[src/sv/bfa_pkg.sv]
`timescale 1ns / 1ps
// Shared constants, command/status types and helper functions of the frame allocator.
package bfa_pkg;

    localparam int NUM_FRAMES_DEF = 65536;
    localparam int FRAME_BYTES    = 4096;
    localparam int FRAME_SHIFT    = $clog2(FRAME_BYTES);
    localparam int FRAME_KB       = FRAME_BYTES / 1024;
    localparam int RES_W          = 17;
    localparam int KB_W           = 19;
    // frame number taken from a 32-bit byte address, and one bit more for limits
    localparam int FRN_W          = 32 - FRAME_SHIFT;
    localparam int FIDX_W         = FRN_W + 1;
    // word numbers are compared at this width
    localparam int PW             = 16;

    localparam logic [31:0]      ADDR_LIMIT   = 32'hFFFF_F000;
    localparam logic [31:0]      WORD_ONES    = 32'hFFFF_FFFF;
    localparam logic [RES_W-1:0] RESERVE_DEF  = RES_W'(32'h0010_0000 / FRAME_BYTES);

    localparam logic [1:0] KIND_OPEN  = 2'd0;
    localparam logic [1:0] KIND_ALLOC = 2'd1;
    localparam logic [1:0] KIND_FREE  = 2'd2;

    typedef struct packed {
        logic load;
        logic clr_step;
        logic open_prep1;
        logic open_prep2;
        logic rd;
        logic open_mod;
        logic alloc_take;
        logic word_inc;
        logic restart;
        logic free_take;
    } t_dp_cmd;

    typedef struct packed {
        logic region_ok;
        logic no_free;
        logic open_empty;
        logic open_last;
        logic word_full;
        logic word_last;
        logic hint_zero;
        logic frame_in_range;
    } t_dp_status;

    function automatic logic [5:0] popcount32(input logic [31:0] v);
        logic [1:0] s1 [16];
        logic [2:0] s2 [8];
        logic [3:0] s3 [4];
        logic [4:0] s4 [2];
        for (int i = 0; i < 16; i++) s1[i] = {1'b0, v[2*i]} + {1'b0, v[2*i+1]};
        for (int i = 0; i < 8; i++)  s2[i] = {1'b0, s1[2*i]} + {1'b0, s1[2*i+1]};
        for (int i = 0; i < 4; i++)  s3[i] = {1'b0, s2[2*i]} + {1'b0, s2[2*i+1]};
        for (int i = 0; i < 2; i++)  s4[i] = {1'b0, s3[2*i]} + {1'b0, s3[2*i+1]};
        return {1'b0, s4[0]} + {1'b0, s4[1]};
    endfunction

    // position of the lowest clear bit; 0 when none is clear
    function automatic logic [4:0] lowest_zero(input logic [31:0] v);
        logic [4:0] idx;
        idx = 5'd0;
        for (int i = 31; i >= 0; i--) begin
            if (!v[i]) idx = 5'(i);
        end
        return idx;
    endfunction

endpackage

[src/sv/bfa_ctrl.sv]
`timescale 1ns / 1ps
// Sequencer of the frame allocator: clearing pass, region walk, next-fit scan and release.
module bfa_ctrl (
    input  logic                  i_clk,
    input  logic                  i_rst_n,
    input  logic                  start,
    input  logic [1:0]            i_kind,
    input  bfa_pkg::t_dp_status   i_status,
    output bfa_pkg::t_dp_cmd      o_cmd,
    output logic                  busy,
    output logic                  o_done
);
    import bfa_pkg::*;

    localparam logic [3:0] S_CLEAR = 4'd0;
    localparam logic [3:0] S_IDLE  = 4'd1;
    localparam logic [3:0] S_OPRE1 = 4'd2;
    localparam logic [3:0] S_OPRE2 = 4'd3;
    localparam logic [3:0] S_OCHK  = 4'd4;
    localparam logic [3:0] S_ORD   = 4'd5;
    localparam logic [3:0] S_OMOD  = 4'd6;
    localparam logic [3:0] S_OFIN  = 4'd7;
    localparam logic [3:0] S_ARD   = 4'd8;
    localparam logic [3:0] S_ACHK  = 4'd9;
    localparam logic [3:0] S_FRD   = 4'd10;
    localparam logic [3:0] S_FCHK  = 4'd11;
    localparam logic [3:0] S_RESP  = 4'd12;

    logic [3:0] r_state, n_state;
    logic       r_second, n_second;

    always_ff @(posedge i_clk) begin
        if (!i_rst_n) begin
            r_state  <= S_CLEAR;
            r_second <= 1'b0;
        end else begin
            r_state  <= n_state;
            r_second <= n_second;
        end
    end

    always_comb begin
        n_state  = r_state;
        n_second = r_second;
        o_cmd    = '0;
        unique case (r_state)
            S_CLEAR: begin
                o_cmd.clr_step = 1'b1;
                if (i_status.word_last) n_state = S_IDLE;
            end
            S_IDLE, S_RESP: begin
                if (r_state == S_RESP) n_state = S_IDLE;
                if (start) begin
                    o_cmd.load = 1'b1;
                    n_second   = 1'b0;
                    unique case (i_kind)
                        KIND_OPEN:  n_state = i_status.region_ok ? S_OPRE1 : S_RESP;
                        KIND_ALLOC: n_state = i_status.no_free ? S_RESP : S_ARD;
                        KIND_FREE:  n_state = S_FRD;
                        default:    n_state = S_RESP;
                    endcase
                end
            end
            S_OPRE1: begin
                o_cmd.open_prep1 = 1'b1;
                n_state = S_OPRE2;
            end
            S_OPRE2: begin
                o_cmd.open_prep2 = 1'b1;
                n_state = S_OCHK;
            end
            S_OCHK: n_state = i_status.open_empty ? S_RESP : S_ORD;
            S_ORD: begin
                o_cmd.rd = 1'b1;
                n_state  = S_OMOD;
            end
            S_OMOD: begin
                o_cmd.open_mod = 1'b1;
                n_state = i_status.open_last ? S_OFIN : S_ORD;
            end
            // let the last word's counts settle
            S_OFIN: n_state = S_RESP;
            S_ARD: begin
                o_cmd.rd = 1'b1;
                n_state  = S_ACHK;
            end
            S_ACHK: begin
                priority if (!i_status.word_full) begin
                    o_cmd.alloc_take = 1'b1;
                    n_state = S_RESP;
                end else if (i_status.word_last) begin
                    // rescan once from word zero
                    if (!r_second && !i_status.hint_zero) begin
                        o_cmd.restart = 1'b1;
                        n_second = 1'b1;
                        n_state  = S_ARD;
                    end else begin
                        n_state = S_RESP;
                    end
                end else begin
                    o_cmd.word_inc = 1'b1;
                    n_state = S_ARD;
                end
            end
            S_FRD: begin
                if (i_status.frame_in_range) begin
                    o_cmd.rd = 1'b1;
                    n_state  = S_FCHK;
                end else begin
                    n_state = S_RESP;
                end
            end
            S_FCHK: begin
                o_cmd.free_take = 1'b1;
                n_state = S_RESP;
            end
            default: n_state = S_CLEAR;
        endcase
    end

    assign busy   = (r_state != S_IDLE) && (r_state != S_RESP);
    assign o_done = (r_state == S_RESP);

endmodule

[config.mk]
export PLATFORM = sky130hd
export DESIGN_NAME = bfa_ctrl
export DESIGN_NICKNAME = d
export VERILOG_FILES = /design/src/sv/bfa_pkg.sv /design/src/sv/bfa_ctrl.sv
export SDC_FILE = /design/constraint.sdc
export NUM_CORES = 1
export LEC_CHECK = 0
export ABC_CLOCK_PERIOD_IN_PS = 3700
export BUFFER_PORTS_ARGS = -buffer_cell sky130_fd_sc_hd__buf_2
export CAP_MARGIN = 40
export CORE_AREA = 5 5 42 44
export CTS_BUF_LIST = sky130_fd_sc_hd__clkbuf_2 sky130_fd_sc_hd__clkbuf_4 sky130_fd_sc_hd__clkbuf_8
export CTS_CLUSTER_DIAMETER = 80
export DETAILED_ROUTE_END_ITERATION = 10
export DIE_AREA = 0 0 47 49
export PLACE_DENSITY = 0.7
export SYNTH_ARGS = -nofsm -noshare
export SYNTH_HDL_FRONTEND = slang
export SYNTH_SLANG_ARGS = --single-unit
[constraint.sdc]
create_clock -name i_clk -period 3.7 [get_ports i_clk]
set_clock_uncertainty 0.15 [all_clocks]
set_input_delay 0.74 -clock i_clk [delete_from_list [all_inputs] [get_ports i_clk]]
set_output_delay 0.74 -clock i_clk [all_outputs]
set_load 0.03 [all_outputs]
# Yosys cells after proc, flatten, opt, wreduce, memory -nomap -nowiden
# Cells that the tools add are included.
# Widths: inputs -> output; s select.
# totals
inputBits	13
output_inout_bits	12
ram_bits	0
mem_bits_ro	0
n_memories	0
elab_cells	69
regBits	5
latchBits	0
# classes
n_reduce_logical	12
mul	0
order_cmp	0
n_div	0
n_eq_ne	22
add_sub_neg	0
mux	33
shift	0
bitwise_logic	0
# ops
op	n
$pmux 4 s11	1
$mux 4	6
$eq 4x4->1 const B	5
$eq 4x3->1 const B	4
$mux 1	16
$mux 3	5
$pmux 4 s3	1
$ne 2x2->1 const B	5
$eq 4x2->1 const B	2
$reduce_or 2->1	3
$reduce_and 5->1	1
$eq 4x1->1 const B	1
$logic_not 4->1	1
$mux 2	2
$ne 4x1->1 const B	1
$ne 4x4->1 const B	1
$pmux 1 s2	2
$ne 3x3->1 const B	1
$eq 2x1->1 const B	1
$eq 2x2->1 const B	1
$logic_and 1x1->1	2
$logic_not 1->1	2
$logic_not 2->1	1
$reduce_and 2->1	1
$reduce_bool 2->1	1

# Logic depth before layout (Yosys ltp)
# logic_depth
depth_word	6
mapped_depth	6
ltp_nobuf	6

# Least setup slack after synthesis
# Ideal clock, no wire load.
# synth_path
path_type	flip-flop to output port
start	reg r_state[1]
end	out o_cmd[4] (netlist name)
stages_incl_launch_ff	4
path_slack_ns	1.261
arrival_ns	1.549
t_required_ns	2.810
path_buffers	1
path_cell_list	dfxtp_1 -> buf_2 -> inv_1 -> nor4_1
# synth_rtl
element	line	source
start, declared	bfa_ctrl.sv:29	logic [3:0] r_state, n_state;
start signal, assigned	bfa_ctrl.sv:37	r_state <= n_state;
end, declared	bfa_ctrl.sv:9	output bfa_pkg::t_dp_cmd o_cmd,

==> metrics.md <==
| Metric | Value |
|---|---|
| Top FF cell, synth | dfxtp_1 |
| Via count | 583 |
| Worst hold start | r_second |
| Crit share post-route | 70.6% |
| IO Port Bufs | 24 |
| Worst setup EP type | primary output |
| Die area | 0.00230 sq mm |
| Static leakage | 0.000325 uW |
| Fin Setup TNS | 0 ns |
| Worst setup margin | 1.09 ns |
| Area grow syn2layout | 27.3% |
| Starting Density | 37.7% |
| Num CTS Buffers | 3 |
| Largest net degree at the start of global routing | 17 |
| Final Critical Period | 2.61 ns |
| Cells on worst reg2reg path | 4 |
| Status | completed |
| CTS Buffer Depth | 2 |
| CTS Root Cell | clkbuf_4 |
| Post-synth top area cell | dfxtp_1 |
| Total Wirelength | 1310 um |
| Least-Margin Pin Slew | 0.455 ns |
| First-pass iteration count of the detailed router | 4 |
| DRT iter0 DRCs | 5 |
| Worst-path maximum fanout | 14 |
| Syn avg cell area | 7.65 sq um |
| Die H | 49 um |
| Final Setup Violations | 0 |
| Initial antenna violation count | 0 |
| Synthesized flop and latch total | 5 |
| Share of the synthesized area in the top cell type | 19.0% |
| Fill cell count | 145 |
| Maxcap violations | 0 |
| Pre-CTS setup slack | 1.36 ns |
| FP Rows | 14 |
| CTS sink cnt | 5 |
| Post-cts gate resize count | 0 |
| CP required | 2.81 ns |
| Max Clock Freq | 383 MHz |
| Max VDD drop | 204 uV |
| CP startpoint kind | flip-flop |
| Core Area | 0.00140 sq mm |
| Io pins | 25 |
| CTS clk-pin slew, worst paths | 0.04 ns |
| Final hold viol count | 0 |
| Reg2reg start | r_state[0] |
| Layout Nets | 110 |
| Antenna cells | 0 |
| Cells after synthesis | 69 |
| Antenna Violating Nets Remaining | 0 |
| Async set-reset flop share out of synthesis | 0% |
| Reg2reg end | r_state[2] |
| Pwr Density | 407 mW/mm^2 |
| Final GP Congestion | 0.692 |
| Final Max Slew Viols | 0 |
| Unrepaired setup endpoints after global routing | false |
| Setup bufs post-CTS | 0 |
| Netlist cell types | 33 |
| Relative slew slack | 69.6% |
| # hold bufs at CTS | 0 |
| CTS tree | done |
| WP data arrival | 1.72 ns |
| Hold slack | 0.507 ns |
| Post-synth EDFFs | 0 |
| H-tree depth | 1 |
| Vias in the first global route | 539 |
| Drc violations | 0 |
| WL/cell | 12.0 um |
| Area contributors post-synth | dfxtp_1 (19%), ha_1 (7.1%), nor2b_1 (7.1%) |
| Clk Latency, worst-skew pair | 0.23 ns |
| Syn Nets | 85 |
| Gr usage total | 11.5% |
| Synth Warn # | 0 |
| Vias per Instance | 5.35 |
| FF-to-FF setup slack | 1.93 ns |
| Register area | 100 sq um |
| Register area share after synthesis | 19.0% |
| Area of the multi-input gates | 379 sq um |
| GRT overflow | 0 |
| Hold Crit Depth | 2 |
| Hold/Removal Path Class | flip-flop to flip-flop |
| Layout cells sized above 1 | 32.3% |
| Post-detail-place hpwl | 1030 um |
| Global-route wire length before repair | 2100 um |
| Die Width | 47 um |
| Synth Cell Area | 528 sq um |
| Hold endpoint | r_second |
| Kind of critical path | flip-flop to primary output |
## placed cells by master (no fill, tap or decap), types with 3 or more instances in the layout
cell type  count
o21ai_0        4
ha_1           3
inv_1          6
dfxtp_1        5
nor2b_1        6
nor2_1         5
a21oi_1        4
nand2_1        6
buf_2         24
clkbuf_4       4
## how the worst max path moves through the flow
stage	slack, ns	start	endpoint	depth (start not counted)
floorplan	1.26	r_state[1]	o_cmd[4]	3
global placement	1.42	r_state[3]	o_cmd[1]	4
detailed placement	1.36	r_state[0]	o_cmd[9]	3
CTS	1.09	r_state[0]	o_cmd[9]	3
global route	0.96	r_state[0]	o_cmd[9]	3
finish	1.09	r_state[0]	o_cmd[9]	3
## sequential cells by signal, summed over array words and instances, names as in the netlist
name / count
r_state: 4
r_second: 1
## stage by stage
| step | util (%) | std cells | area [sq um] | power, uW |
|---|---|---|---|---|
| CTS | 47.9 | 109 | 672 | 275 |
| detailed placement | 45.8 | 105 | 642 | 205 |
| global route | 47.9 | 109 | 672 | 293 |
| global placement | 45.8 | 105 | 642 | 203 |
| finish | 47.9 | 109 | 672 | 273 |
| floorplan | - | 69 | 528 | 175 |
## synth_stat cells (2+ instances only)
master   count
nor2_1       5
o21ai_0      4
dfxtp_1      5
buf_2        3
ha_1         3
a21oi_1      4
nor4_1       2
nor2b_1      6
nand2_1      6
o21a_1       2
o22ai_1      2
inv_1        6
## routing by layer
layer	part of all wire (%)	up-vias	routed length, um	global-route usage, %
li1	-	303	-	-
met3	5.8	2	76	3.32
met5	0	-	0	0
met1	44	268	569	13.4
met2	50	10	652	19.9
met4	0.46	0	6	2.76
## cell families after synthesis
family / count (synthesis) / share of synthesized area [%]
AOI/OAI and AO/OA: 20 / 25.6
and+or+nand+nor: 30 / 37.2
buffers and inverters: 10 / 9.24
DFF: 5 / 19.0
muxes: 1 / 1.90
adders and majority gates: 3 / 7.11
## report_power, final
group | switching [uW] | internal (uW) | total [uW]
Combinational | 71.8 | 45.6 | 117
Clock | 20.7 | 48.0 | 68.6
Sequential | 25.2 | 62.0 | 87.2
Total | 118 | 156 | 273
## final cells by class
type                       instances  share of cell area [%]
tap                               16                    2.98
inverter                           6                    3.35
timing repair buffer              24                    17.9
multi-input combinational         54                    56.4
clock buffer                       4                    4.47
sequential                         5                    14.9
## critical path, cell delays in order (launching register included)
cell     delay [ns]
dfxtp_1        0.57
nor4b_1        0.42
o21a_1         0.27
buf_2          0.23
Power figures use the tool's default switching activity.
